<file path="src/design/voc_block_parser_unit_defines.svh">
// assertion macros for the voice block parser
// used by the files that carry concurrent checks
`ifndef VOC_BLOCK_PARSER_UNIT_DEFINES_SVH
`define VOC_BLOCK_PARSER_UNIT_DEFINES_SVH
`ifndef ASSERT_OFF
`define VBP_ASSERT(label, clk, rst, prop) \
   label: assert property (@(posedge clk) disable iff (rst) (prop)) \
      else $error("assertion failed");
`define VBP_ASSERT_RST(label, clk, prop) \
   label: assert property (@(posedge clk) (prop)) else $error("assertion failed");
`else
`define VBP_ASSERT(label, clk, rst, prop)
`define VBP_ASSERT_RST(label, clk, prop)
`endif
`endif

</file>
<file path="src/design/vbp_pkg.sv">
// shared types and constants for the voice block parser
// no dependencies
package vbp_pkg;
   localparam int ADDR_BITS = 32;
   localparam int QDEPTH = 2;

   localparam logic [1:0] ACT_ADVANCE = 2'd0;
   localparam logic [1:0] ACT_VOICE   = 2'd1;
   localparam logic [1:0] ACT_TERM    = 2'd2;

   localparam logic [7:0] BT_END    = 8'd0;
   localparam logic [7:0] BT_VOICE  = 8'd1;
   localparam logic [7:0] BT_MARKER = 8'd4;
   localparam logic [7:0] BT_REPEAT = 8'd6;
   localparam logic [7:0] BT_ENDREP = 8'd7;
   localparam logic [7:0] BT_EXTATTR = 8'd8;
   localparam logic [7:0] BT_EXTVOICE = 8'd9;

   localparam logic [0:0] CSR_PLAY_ALL = 1'd0;
   localparam logic [0:0] CSR_TARGET   = 1'd1;

   localparam logic [31:0] RATE_VOICE  = 32'd1000000;
   localparam logic [31:0] RATE_MONO   = 32'd256000000;
   localparam logic [31:0] RATE_STEREO = 32'd128000000;
   localparam logic [16:0] PERIOD_EXT  = 17'd65536;
   localparam logic [8:0]  PERIOD_VOICE = 9'd256;
   localparam logic [15:0] LOOP_ENDLESS = 16'hffff;

   // classified item passed from front to back
   typedef struct packed {
      logic [1:0]  action;
      logic [31:0] next_addr;
      logic [31:0] sample_addr;
      logic [23:0] sample_len;
      logic [31:0] rate;          // direct rate or dividend
      logic [16:0] divisor;
      logic        need_div;
      logic [2:0]  sample_kind;
      logic        start_now;
   } item_type;
endpackage

</file>
<file path="src/design/vbp_front.sv">
// front end: accepts block headers, keeps loop and marker state, classifies
// depends on vbp_pkg
module vbp_front import vbp_pkg::*; (
   input  logic        clock,
   input  logic        reset,
   input  logic        csr_write,
   input  logic [0:0]  csr_index,
   input  logic [15:0] csr_data,
   input  logic        req_valid,
   output logic        req_ready,
   input  logic [31:0] req_block_addr,
   input  logic [7:0]  req_block_type,
   input  logic [23:0] req_body_len,
   input  logic [15:0] req_tconst,
   input  logic [7:0]  req_attr_mode,
   input  logic signed [15:0] req_marker_value,
   input  logic [15:0] req_loop_count,
   input  logic [31:0] req_ext_sample_rate,
   input  logic [7:0]  req_ext_channels,
   input  logic [15:0] req_ext_format,
   input  logic [23:0] req_paired_len,
   input  logic        req_start_play,
   output logic        q_valid,
   input  logic        q_ready,
   output item_type    q_item
);
   logic        play_all_ff, play_all_in;
   logic [15:0] target_ff, target_in;
   logic        found_ff, found_in;
   logic [ADDR_BITS-1:0] ret_ff, ret_in;
   logic [15:0] left_ff, left_in;
   logic        fin_ff, fin_in;
   item_type    it;
   logic        acc;
   logic [ADDR_BITS-1:0] a, nxt, paddr;

   assign req_ready = q_ready;
   assign q_valid = req_valid;
   assign q_item = it;
   assign acc = req_valid && q_ready;

   function automatic logic [ADDR_BITS-1:0] after(input logic [ADDR_BITS-1:0] ad,
                                                  input logic [23:0] ln);
      after = ad + ADDR_BITS'(ln) + ADDR_BITS'(4);
   endfunction

   always_comb begin
      a = req_block_addr[ADDR_BITS-1:0];
      nxt = after(a, req_body_len);
      paddr = nxt;
      play_all_in = play_all_ff;
      target_in = target_ff;
      found_in = found_ff;
      ret_in = ret_ff;
      left_in = left_ff;
      fin_in = fin_ff;
      it = '0;
      it.action = ACT_ADVANCE;
      it.next_addr = 32'(nxt);
      if (fin_ff) begin
         it.action = ACT_TERM;
         it.next_addr = 32'(a);
      end else begin
         case (req_block_type)
            BT_END: begin
               it.action = ACT_TERM;
               it.next_addr = 32'(a);
               fin_in = 1'b1;
            end
            BT_VOICE: if (found_ff) begin
               it.action = ACT_VOICE;
               it.sample_addr = 32'(a + ADDR_BITS'(6));
               it.sample_len = (req_body_len > 24'd2) ? req_body_len - 24'd2 : '0;
               it.rate = RATE_VOICE;
               it.divisor = 17'(PERIOD_VOICE - {1'b0, req_tconst[7:0]});
               it.need_div = 1'b1;
               it.sample_kind = 3'd1;
               it.start_now = req_start_play;
            end
            BT_MARKER: if (!play_all_ff)
               found_in = (req_marker_value == $signed(target_ff));
            BT_REPEAT: begin
               ret_in = nxt;
               left_in = req_loop_count;
            end
            BT_ENDREP: begin
               if (left_ff == LOOP_ENDLESS) begin
                  it.next_addr = 32'(ret_ff);
               end else if (left_ff != '0) begin
                  left_in = left_ff - 16'd1;
                  it.next_addr = 32'(ret_ff);
               end
            end
            BT_EXTATTR: if (found_ff) begin
               it.action = ACT_VOICE;
               it.rate = (req_attr_mode != '0) ? RATE_STEREO : RATE_MONO;
               it.sample_kind = (req_attr_mode != '0) ? 3'd2 : 3'd1;
               it.divisor = PERIOD_EXT - {1'b0, req_tconst};
               it.need_div = 1'b1;
               it.sample_addr = 32'(paddr + ADDR_BITS'(6));
               it.sample_len = (req_paired_len > 24'd2) ? req_paired_len - 24'd2 : '0;
               it.next_addr = 32'(after(paddr, req_paired_len));
               it.start_now = req_start_play;
            end
            BT_EXTVOICE: if (found_ff) begin
               it.action = ACT_VOICE;
               it.sample_addr = 32'(a + ADDR_BITS'(16));
               it.sample_len = (req_body_len > 24'd12) ? req_body_len - 24'd12 : '0;
               it.rate = req_ext_sample_rate;
               if (req_ext_channels == 8'd1 && req_ext_format == 16'd0) it.sample_kind = 3'd1;
               else if (req_ext_channels == 8'd2 && req_ext_format == 16'd0)
                  it.sample_kind = 3'd2;
               else if (req_ext_channels == 8'd1 && req_ext_format == 16'd4)
                  it.sample_kind = 3'd3;
               else if (req_ext_channels == 8'd2 && req_ext_format == 16'd4)
                  it.sample_kind = 3'd4;
               it.start_now = req_start_play;
            end
            default: ;
         endcase
      end
      if (!acc) begin
         found_in = found_ff; ret_in = ret_ff; left_in = left_ff; fin_in = fin_ff;
      end
      if (csr_write) begin
         case (csr_index)
            CSR_PLAY_ALL: begin
               play_all_in = csr_data[0];
               found_in = csr_data[0];
            end
            CSR_TARGET: target_in = csr_data;
            default: ;
         endcase
      end
   end

   always_ff @(posedge clock) begin
      if (reset) begin
         play_all_ff <= 1'b1;
         target_ff <= '0;
         found_ff <= 1'b1;
         ret_ff <= '0;
         left_ff <= '0;
         fin_ff <= 1'b0;
      end else begin
         play_all_ff <= play_all_in;
         target_ff <= target_in;
         found_ff <= found_in;
         ret_ff <= ret_in;
         left_ff <= left_in;
         fin_ff <= fin_in;
      end
   end
endmodule

</file>
<file path="src/design/vbp_queue.sv">
// short fifo of classified items between front and back
// depends on vbp_pkg
`include "voc_block_parser_unit_defines.svh"
module vbp_queue import vbp_pkg::*; (
   input  logic     clock,
   input  logic     reset,
   input  logic     in_valid,
   output logic     in_ready,
   input  item_type in_item,
   output logic     out_valid,
   input  logic     out_ready,
   output item_type out_item
);
   item_type mem_ff [QDEPTH];
   logic [$clog2(QDEPTH)-1:0] wp_ff, rp_ff;
   logic [$clog2(QDEPTH):0] cnt_ff;
   logic wr, rd;

   assign in_ready = cnt_ff != ($clog2(QDEPTH)+1)'(QDEPTH);
   assign out_valid = cnt_ff != '0;
   assign out_item = mem_ff[rp_ff];
   assign wr = in_valid && in_ready;
   assign rd = out_valid && out_ready;

   always_ff @(posedge clock) begin
      if (wr) mem_ff[wp_ff] <= in_item;
   end

   always_ff @(posedge clock) begin
      if (reset) begin
         wp_ff <= '0; rp_ff <= '0; cnt_ff <= '0;
      end else begin
         if (wr) wp_ff <= wp_ff + 1'b1;
         if (rd) rp_ff <= rp_ff + 1'b1;
         cnt_ff <= cnt_ff + ($clog2(QDEPTH)+1)'(wr) - ($clog2(QDEPTH)+1)'(rd);
      end
   end

   `VBP_ASSERT(q_no_overflow, clock, reset, cnt_ff <= ($clog2(QDEPTH)+1)'(QDEPTH))
   `VBP_ASSERT(q_count_step, clock, reset, (wr && !rd) |=> cnt_ff == $past(cnt_ff) + 1'b1)
   `VBP_ASSERT_RST(q_reset_empty, clock, $past(reset) |-> cnt_ff == '0)
endmodule

</file>
<file path="src/design/vbp_back.sv">
// back end: divides the rate where needed and holds the result beat
// depends on vbp_pkg
`include "voc_block_parser_unit_defines.svh"
module vbp_back import vbp_pkg::*; (
   input  logic        clock,
   input  logic        reset,
   input  logic        q_valid,
   output logic        q_ready,
   input  item_type    q_item,
   output logic        rsp_valid,
   input  logic        rsp_ready,
   output logic [1:0]  rsp_action,
   output logic [31:0] rsp_next_addr,
   output logic [31:0] rsp_sample_addr,
   output logic [23:0] rsp_sample_len,
   output logic [31:0] rsp_playback_rate,
   output logic [2:0]  rsp_sample_kind,
   output logic        rsp_start_now
);
   typedef enum logic [1:0] {IDLE, DIVIDE, HOLD} state_type;
   state_type   state_ff;
   item_type    cur_ff;
   logic [31:0] quo_ff;
   logic [16:0] rem_ff;
   logic [5:0]  cnt_ff;
   logic [17:0] trial;

   assign q_ready = state_ff == IDLE;
   assign rsp_valid = state_ff == HOLD;
   assign rsp_action = cur_ff.action;
   assign rsp_next_addr = cur_ff.next_addr;
   assign rsp_sample_addr = cur_ff.sample_addr;
   assign rsp_sample_len = cur_ff.sample_len;
   assign rsp_playback_rate = cur_ff.rate;
   assign rsp_sample_kind = cur_ff.sample_kind;
   assign rsp_start_now = cur_ff.start_now;
   // restoring division, one quotient bit per cycle
   assign trial = {rem_ff, quo_ff[31]} - {1'b0, cur_ff.divisor};

   always_ff @(posedge clock) begin
      if (reset) begin
         state_ff <= IDLE;
         cnt_ff <= '0;
      end else begin
         case (state_ff)
            IDLE: if (q_valid) begin
               cur_ff <= q_item;
               quo_ff <= q_item.rate;
               rem_ff <= '0;
               cnt_ff <= '0;
               state_ff <= q_item.need_div ? DIVIDE : HOLD;
            end
            DIVIDE: begin
               if (!trial[17]) begin
                  rem_ff <= trial[16:0];
                  quo_ff <= {quo_ff[30:0], 1'b1};
               end else begin
                  rem_ff <= {rem_ff[15:0], quo_ff[31]};
                  quo_ff <= {quo_ff[30:0], 1'b0};
               end
               cnt_ff <= cnt_ff + 6'd1;
               if (cnt_ff == 6'd31) begin
                  state_ff <= HOLD;
                  cur_ff.rate <= {quo_ff[30:0], ~trial[17]};
               end
            end
            HOLD: if (rsp_ready) state_ff <= IDLE;
            default: state_ff <= IDLE;
         endcase
      end
   end

   `VBP_ASSERT(b_div_only_voice, clock, reset,
      (state_ff == DIVIDE) |-> cur_ff.action == ACT_VOICE)
   `VBP_ASSERT(b_hold_stable, clock, reset,
      (rsp_valid && !rsp_ready) |=> $stable(cur_ff))
   `VBP_ASSERT(b_div_count, clock, reset,
      (state_ff == DIVIDE && cnt_ff == 6'd31) |=> state_ff == HOLD)
endmodule

</file>
<file path="src/design/voc_block_parser_unit.sv">
// voice block parser top level: block headers in, one action beat out each
// front classifies, a two-entry queue decouples it from the back end.
// req channel: one decoded block header per beat, valid/ready.
// rsp channel: one action beat per header, in order, valid/ready.
// csr port: write enable, index 0 play_all, index 1 target_marker.
// plain items pass through the queue register and the back end's IDLE
// state to HOLD, where rsp_valid rises; voice and extended attribute
// blocks also pass through the bit-serial rate divider before HOLD.
// the back end takes a new item only in IDLE, once the last result beat
// is taken; its single divider holds off the next item while it divides.
// the front keeps accepting while the queue has room, so header state
// updates run ahead of the divider.
// reset is synchronous: loop state and finished clear, markers pass, and
// play_all returns to 1.
// when the receiver stalls the result beat holds, the queue fills and
// then req_ready drops.
// depends on vbp_pkg and the front, queue and back modules
module voc_block_parser_unit import vbp_pkg::*; (
   input  logic        clock,
   input  logic        reset,
   input  logic        csr_write,
   input  logic        csr_index,
   input  logic [15:0] csr_data,
   input  logic        req_valid,
   output logic        req_ready,
   input  logic [31:0] req_block_addr,
   input  logic [7:0]  req_block_type,
   input  logic [23:0] req_body_len,
   input  logic [15:0] req_tconst,
   input  logic [7:0]  req_attr_mode,
   input  logic signed [15:0] req_marker_value,
   input  logic [15:0] req_loop_count,
   input  logic [31:0] req_ext_sample_rate,
   input  logic [7:0]  req_ext_channels,
   input  logic [15:0] req_ext_format,
   input  logic [23:0] req_paired_len,
   input  logic        req_start_play,
   output logic        rsp_valid,
   input  logic        rsp_ready,
   output logic [1:0]  rsp_action,
   output logic [31:0] rsp_next_addr,
   output logic [31:0] rsp_sample_addr,
   output logic [23:0] rsp_sample_len,
   output logic [31:0] rsp_playback_rate,
   output logic [2:0]  rsp_sample_kind,
   output logic        rsp_start_now
);
   logic fq_valid, fq_ready, qb_valid, qb_ready;
   item_type fq_item, qb_item;

   vbp_front u_front (
      .clock, .reset, .csr_write, .csr_index, .csr_data,
      .req_valid, .req_ready, .req_block_addr, .req_block_type, .req_body_len,
      .req_tconst, .req_attr_mode, .req_marker_value, .req_loop_count,
      .req_ext_sample_rate, .req_ext_channels, .req_ext_format, .req_paired_len,
      .req_start_play,
      .q_valid(fq_valid), .q_ready(fq_ready), .q_item(fq_item)
   );

   vbp_queue u_queue (
      .clock, .reset,
      .in_valid(fq_valid), .in_ready(fq_ready), .in_item(fq_item),
      .out_valid(qb_valid), .out_ready(qb_ready), .out_item(qb_item)
   );

   vbp_back u_back (
      .clock, .reset,
      .q_valid(qb_valid), .q_ready(qb_ready), .q_item(qb_item),
      .rsp_valid, .rsp_ready, .rsp_action, .rsp_next_addr, .rsp_sample_addr,
      .rsp_sample_len, .rsp_playback_rate, .rsp_sample_kind, .rsp_start_now
   );
endmodule
</file>
<file path="config.mk">
export PLATFORM = sky130hd
export DESIGN_NAME = voc_block_parser_unit
export DESIGN_NICKNAME = d
export VERILOG_FILES = /design/src/design/vbp_pkg.sv /design/src/design/vbp_front.sv /design/src/design/vbp_queue.sv /design/src/design/vbp_back.sv /design/src/design/voc_block_parser_unit.sv
export VERILOG_INCLUDE_DIRS = /design/src /design/src/design
export SDC_FILE = /design/constraint.sdc
export NUM_CORES = 1
export LEC_CHECK = 0
export BUFFER_PORTS_ARGS = -buffer_cell sky130_fd_sc_hd__buf_4
export CORE_MARGIN = 1
export CORE_UTILIZATION = 55
export DETAILED_ROUTE_END_ITERATION = 6
export PLACE_DENSITY = 0.76
export SLEW_MARGIN = 0
export SYNTH_ARGS = -nofsm -noshare
export SYNTH_HDL_FRONTEND = slang
export SYNTH_HIERARCHICAL = 1
export SYNTH_SLANG_ARGS = --single-unit
</file>
<file path="constraint.sdc">
create_clock -name clock -period 19.1 [get_ports clock]
set_input_delay 3.82 -clock clock [delete_from_list [all_inputs] [get_ports clock]]
set_output_delay 3.82 -clock clock [all_outputs]
set_load 0.01 [all_outputs]
</file>
==> results.sh, run 1 <==
export IMPL_status="finished clean"
export IMPL_crit_buf_inv=3
export IMPL_cts_tree="yes"
export IMPL_setup_viol=0
export IMPL_io_buffers=350
export IMPL_drtAntennaViolNets=0
export IMPL_postCtsHoldBufs=0
export IMPL_synthCells=2910
export IMPL_routedWlPerCell_um=23.6
export IMPL_maxSlewHeadroom_pct=19.2
export IMPL_cp_slowest_cell="a211oi_1"
export IMPL_final_core_util_pct=63.4
export IMPL_reg2reg_slack_ns=15.10
export IMPL_synth_most_common_cell="edfxtp_1"
export IMPL_syn_to_final_growth_pct=13.5
export IMPL_peakVddDrop_mv=0.0841
export IMPL_initial_utilization_pct=55.9
export IMPL_pre_cts_ws_ns=9.35
export IMPL_r2r_end="u_queue/mem_ff[0][122]"
export IMPL_startpoint="req_body_len[2]"
export IMPL_num_nets_final=3430
export IMPL_grt_pass1_vias=23300
export IMPL_cts_buffers=56
export IMPL_gp_congestion=0.935
export IMPL_overflow=0
export IMPL_reg2regPathDepth=8
export IMPL_finalCritPeriodShare_pct=48.7
export IMPL_critPathCapture="u_queue/mem_ff[1][139]"
export IMPL_path_clk_slew_ns=0.06
export IMPL_first_iter_violations=2423
export IMPL_synth_edf_count=480
export IMPL_synth_async_sr_flop_share_pct=0
export IMPL_leakage_nw=13.5
export IMPL_yosys_most_used_dff="edfxtp_1"
export IMPL_period_needed_ns=9.31
export IMPL_clk_latency_ns=0.65
export IMPL_drive_gt1_share_pct=22.1
export IMPL_top_level_ports=351
export IMPL_cts_sinks=560
export IMPL_die_w_um=242
export IMPL_drv_cap=0
export IMPL_worstMarginPinSlew_ns=1.21
export IMPL_max_freq_ghz=0.107
export IMPL_cp_required_ns=19.53
export IMPL_critPathMaxFanout=7
export IMPL_cts_max_level=2
export IMPL_finalNonFillerCells=3879
export IMPL_synth_warnings=6
export IMPL_antenna_found_initial=1
export IMPL_end_kind="register"
export IMPL_p_total_mw=4.29
export IMPL_crit_top_cell="ha_1"
export IMPL_dpl_hpwl_um=65600
export IMPL_rows=87
export IMPL_n_antenna_cell=0
export IMPL_p_per_area_nw_per_um2=119
export IMPL_rsz0062_at_grt="false"
export IMPL_synth_top_area_share_pct=45.6
export IMPL_cp_slowest_stage_delay_ns=0.59
export IMPL_ys_types=105
export IMPL_cts_root_buf="clkbuf_16"
export IMPL_cp_depth=21
export IMPL_ys_top_cells_by_count="edfxtp_1 (480), nand2_1 (346), nor2_1 (209)"
export IMPL_routed_wl_um=91500
export IMPL_worstPathArrival_ns=9.74
export IMPL_place_area_um2=33900
export IMPL_critPathKind="input pin to register"
export IMPL_finalHoldViolCount=0
export IMPL_die_area_um2=58500
export IMPL_yosys_area_top_type="edfxtp_1"
export IMPL_via_per_inst=6.18
export IMPL_post_cts_buffers=0
export IMPL_cts_path_max_buffers=3
export IMPL_synth_nets=3264
export IMPL_synth_area_top_cells="edfxtp_1 (46%), dfxtp_1 (5.1%), ha_1 (5.1%)"
export IMPL_vias=24000
export IMPL_ys_ff_latch=560
export IMPL_placed_cells_incl_taps=3774
export IMPL_crit_family="compound AO/OA/AOI/OAI gates"
export IMPL_synth_cell_area_um2=31600
export IMPL_cts_resized=0
export IMPL_coreArea_um2=56600
export IMPL_startpoint_type="input pin"
export IMPL_hold_depth=2
export IMPL_grtUsageTotal_pct=30.5
export IMPL_setup_slack_ns=9.79
export IMPL_grt_first_pass_wirelength_um=138000
export IMPL_rr_startpoint="u_front/left_ff[6]"
export IMPL_holdWs_ns=0.462
export IMPL_crit_chain="buf_4 -> inv_1 -> ha_1 -> fa_1 -> nand2b_1 -> a211oi_1 -> o21ai_1 -> and2_1 -> xnor2_1 -> inv_1 -> ha_1 -> ha_1 -> nor2b_1 -> o21ai_0 -> a211o_1 -> o211ai_1 -> a2bb2oi_1 -> nor2_1 -> a31oi_1 -> a211o_1 -> a32oi_1"
export IMPL_grt_max_degree=77
export IMPL_ys_seq_area_share_pct=50.6
export IMPL_drc=0
export IMPL_setup_tns_ns=0
export IMPL_hp_class="register to register"
export IMPL_final_cell_area_um2=35900
export IMPL_slew_viol_final=0
export IMPL_postSynthAreaPerCell_um2=10.9
export IMPL_firstDrtPassIters=6
export IMPL_die_h_um=242
export IMPL_finalClockSkew_ns=0.0458
-- worst min-delay path: stages (launching register included) --
cell	delay [ns]
dfxtp_1	0.31
nand2_1	0.05
a21oi_1	0.05
-- per-layer routing --
layer	global-route usage (%)	vias to the layer above	routed length, µm
li1	-	11000	-
met1	42.5	11700	39100
met3	5.62	156	7630
met2	48.5	1139	42400
met4	8.77	2	2330
met5	0	-	17
-- cells in the final DEF, fill, tap and decap left out, types with 12 or more instances in the layout --
cell,count
a211oi_1,24
a21o_1,21
a21oi_1,184
a221o_1,13
a221oi_1,22
a222oi_1,15
a22o_1,31
a22oi_1,36
a31oi_1,12
and2_1,32
and3_1,17
buf_4,383
clkbuf_16,58
clkinv_2,13
dfxtp_1,78
edfxtp_1,480
ha_1,128
inv_1,91
mux2_2,86
mux2_4,60
nand2_1,346
nand3_1,51
nand4_1,41
nor2_1,201
nor2b_1,19
nor3_1,61
nor4_1,22
o211ai_1,16
o21a_1,15
o21ai_0,86
o21ai_1,37
o22ai_1,15
or3_1,27
xnor2_1,108
xor2_1,66
-- state kept, by name, indices dropped and copies added, names as in the netlist, named ones only --
signal,count
u_queue/rp_ff,1
u_back/state_ff,2
u_queue/wp_ff,1
u_back/rsp_playback_rate,32
u_queue/cnt_ff,2
u_back/rsp_sample_len,24
u_back/cur_ff,17
u_front/ret_ff,32
u_front/found_ff,1
u_back/rsp_next_addr,32
u_back/rsp_sample_kind,3
u_queue/mem_ff,288
u_front/target_ff,16
u_back/rem_ff,17
u_back/rsp_action,2
u_back/quo_ff,32
u_back/rsp_start_now,1
u_back/cnt_ff,6
u_front/left_ff,16
u_front/fin_ff,1
u_front/play_all_ff,1
u_back/rsp_sample_addr,32
-- cell type report --
| class | instances | area, µm² |
|---|---|---|
| inverters | 92 | 350 |
| clock buffers | 61 | 1470 |
| clock inverters | 44 | 526 |
| multi-input cells | 1983 | 13700 |
| repair buffers | 383 | 2880 |
| fillers | 4449 | 20700 |
| flip-flops and latches | 560 | 16000 |
| well taps | 756 | 946 |
-- how the worst min path moves through the flow --
stage	end	from
3_5_place_dp	u_front/ret_ff[15]	u_front/ret_ff[15]
4_1_cts	u_front/ret_ff[3]	u_front/ret_ff[3]
3_3_place_gp	u_front/ret_ff[22]	u_front/ret_ff[22]
6_report	u_front/ret_ff[3]	u_front/ret_ff[3]
2_1_floorplan	u_front/ret_ff[13]	u_front/ret_ff[13]
5_1_grt	u_front/ret_ff[18]	u_front/ret_ff[18]
-- power breakdown --
group	switching (mW)	internal [mW]	total, mW
registers	0.107	1.65	1.76
clock network	0.498	0.664	1.16
logic	0.809	0.555	1.36
total	1.41	2.87	4.29
-- cells by family (layout without fill, tap and decap cells) --
kind of cell / Yosys count / count (layout) / synth area share [%]
xor gates and xnor gates: 174 / 174 / 4.82
and+or+nand+nor: 895 / 895 / 13.4
muxes: 151 / 151 / 6.07
adders and majority gates: 131 / 131 / 5.25
buffers and inverters: 367 / 580 / 6.21
DFF: 560 / 560 / 50.6
AOI/OAI and AO/OA: 632 / 632 / 13.6
(Power assumes the default switching activity.)
==> run 2, diff against run 1 <==
- CORE_UTILIZATION: 55 -> 54
- PLACE_DENSITY: 0.76 -> 0.77
- clock period: 19.1 -> 8.47 ns (I/O delays scaled with it)
==> run 2 against run 1 <==
Effect of this change:
- the flow now finishes with violations (design-rule violations)
- critical path type unchanged
- critical endpoint is now u_queue/mem_ff[0][139]
- clock skew down 0.0053 ns
- critical path depth unchanged
- sequential share of layout area up 0.14 points
- highest routed layer unchanged
- register-to-register slack worse by 10 ns
- total power up 120%
- global-route usage down 0.49 points
- non-clock buffer count down 2
- design area down 0.31%
- combinational power up 130%
- die area up 1.8%
==> results.sh, run 2 (synthesized netlist as in run 1, its figures left out) <==
export IMPL_mostFrequentLayoutCell="edfxtp_1"
export IMPL_highest_layer="met5"
export IMPL_via_per_inst=6.20
export IMPL_r2r_end="u_queue/mem_ff[1][76]"
export IMPL_cts_root_buf="clkbuf_16"
export IMPL_maxSlewHeadroom_pct=23.4
export IMPL_postCtsHoldBufs=0
export IMPL_finalCritPeriodShare_pct=83.3
export IMPL_end_kind="register"
export IMPL_violations="design-rule violations"
export IMPL_cp_slowest_cell="xnor2_1"
export IMPL_cts_sinks=560
export IMPL_peakVddDrop_mv=0.195
export IMPL_setup_slack_ns=1.41
export IMPL_overflow=0
export IMPL_finalHoldViolCount=0
export IMPL_num_nets_final=3429
export IMPL_min_from="u_front/ret_ff[13]"
export IMPL_wl_met1_um=38200
export IMPL_cts_path_max_buffers=3
export IMPL_cts_tree="yes"
export IMPL_clk_latency_ns=0.66
export IMPL_rows=88
export IMPL_dpl_hpwl_um=65700
export IMPL_wl_met3_um=7380
export IMPL_top_level_ports=351
export IMPL_p_total_mw=9.57
export IMPL_grt_pass1_vias=23300
export IMPL_grt_max_degree=85
export IMPL_drtAntennaViolNets=0
export IMPL_setup_tns_ns=0
export IMPL_antenna_found_initial=2
export IMPL_leakage_nw=13.4
export IMPL_met2_length_um=42900
export IMPL_vias=24100
export IMPL_setup_viol=0
export IMPL_status="complete, but fails checks"
export IMPL_cp_slowest_stage_delay_ns=0.58
export IMPL_holdWs_ns=0.460
export IMPL_crit_buf_inv=3
export IMPL_initial_utilization_pct=54.7
export IMPL_worstMarginPinSlew_ns=1.15
export IMPL_max_freq_ghz=0.142
export IMPL_rr_startpoint="u_front/found_ff"
export IMPL_pre_cts_ws_ns=0.848
export IMPL_coreArea_um2=57800
export IMPL_multi_input_area_um2=13700
export IMPL_cts_buffers=57
export IMPL_largest_register="u_queue/mem_ff"
export IMPL_die_area_um2=59500
export IMPL_cp_required_ns=8.92
export IMPL_critPathKind="input pin to register"
export IMPL_routedWlPerCell_um=23.5
export IMPL_die_w_um=244
export IMPL_slew_viol_final=0
export IMPL_p_per_area_nw_per_um2=267
export IMPL_crit_chain="buf_4 -> inv_1 -> ha_1 -> fa_1 -> nand2b_1 -> a211oi_1 -> o21ai_1 -> and2_1 -> xnor2_1 -> inv_1 -> ha_1 -> ha_1 -> nor2b_1 -> o21ai_0 -> a211o_1 -> o211ai_1 -> a2bb2oi_1 -> nor2_1 -> a31oi_1 -> a211o_1 -> a32oi_1"
export IMPL_placed_cells_incl_taps=3781
export IMPL_layout_common_cells="edfxtp_1 (480), buf_4 (381), nand2_1 (346)"
export IMPL_hold_depth=2
export IMPL_firstDrtPassIters=7
export IMPL_rsz0062_at_grt="false"
export IMPL_grt_first_pass_wirelength_um=137000
export IMPL_worstPathArrival_ns=7.51
export IMPL_first_iter_violations=2543
export IMPL_finalNonFillerCells=3889
export IMPL_syn_to_final_growth_pct=13.2
export IMPL_finalClockSkew_ns=0.0405
export IMPL_gp_congestion=0.953
export IMPL_hold_path_end="u_front/ret_ff[13]"
export IMPL_drive_gt1_share_pct=21.5
export IMPL_drv_cap=0
export IMPL_period_needed_ns=7.06
export IMPL_critPathMaxFanout=7
export IMPL_nFillCells=4620
export IMPL_cts_resized=0
export IMPL_path_clk_slew_ns=0.07
export IMPL_post_cts_buffers=0
export IMPL_drc=14
export IMPL_die_h_um=244
export IMPL_largest_reg_flops=288
export IMPL_startpoint_type="input pin"
export IMPL_hp_class="register to register"
export IMPL_reg2reg_slack_ns=4.82
export IMPL_seqCellArea_um2=16000
export IMPL_crit_family="compound AO/OA/AOI/OAI gates"
export IMPL_cts_max_level=2
export IMPL_grtUsageTotal_pct=30.0
export IMPL_reg2regPathDepth=9
export IMPL_routed_wl_um=91400
export IMPL_crit_top_cell="ha_1"
export IMPL_io_buffers=350
==> run 2: layout make-up <==
| cell class | instances | area share, % |
|---|---|---|
| well taps | 765 | 2.67 |
| flip-flops and latches | 560 | 44.8 |
| inverters | 92 | 0.979 |
| diodes | 1 | 0.00699 |
| repair buffers | 381 | 7.99 |
| clock buffers | 79 | 4.36 |
| clock inverters | 28 | 0.916 |
| multi-input cells | 1983 | 38.3 |
==> run 2: worst reg2reg max path: stages, from the launching register on <==
cell and delay [ns]:
dfxtp_1 0.41, nand2_1 0.10, or2_1 0.33, nor2_1 0.55
o21ai_1 0.32, a21oi_2 0.63, a22o_1 0.34, o21bai_1 0.18
o21ai_1 0.11, a31oi_1 0.40
==> run 2: routing by layer <==
metal | up-vias | global-route usage, %
met5 | - | 0
met4 | 2 | 10.1
met3 | 191 | 4.96
met2 | 1222 | 48.5
met1 | 11700 | 41.0
li1 | 11000 | -
==> run 2: how the worst max path moves through the flow <==
stage	startpoint	end	slack, ns	cells after the start
global placement	req_body_len[1]	u_queue/mem_ff[0][139]	1.05	22
floorplan	reset	u_back/cur_ff[10]	1.35	2
CTS	req_body_len[1]	u_queue/mem_ff[1][139]	1.50	22
finish	req_body_len[2]	u_queue/mem_ff[0][139]	1.41	21
global route	req_body_len[2]	u_queue/mem_ff[0][139]	1.06	21
detailed placement	req_body_len[1]	u_queue/mem_ff[0][139]	0.85	22
==> run 2: per-stage QoR <==
stage	instance area [µm²]	util [%]
floorplan	31600	-
global placement	33900	58.7
detailed placement	33900	58.7
CTS	35800	61.9
global route	35800	61.9
finish	35800	61.9
==> run 2: power by group <==
| group | switching [mW] | internal, mW | leakage, nW | total, mW |
|---|---|---|---|---|
| sequential | 0.238 | 3.73 | 5.14 | 3.97 |
| combinational | 1.83 | 1.25 | 7.37 | 3.08 |
| clock | 1.10 | 1.42 | 0.901 | 2.52 |
| total | 3.17 | 6.41 | 13.4 | 9.57 |
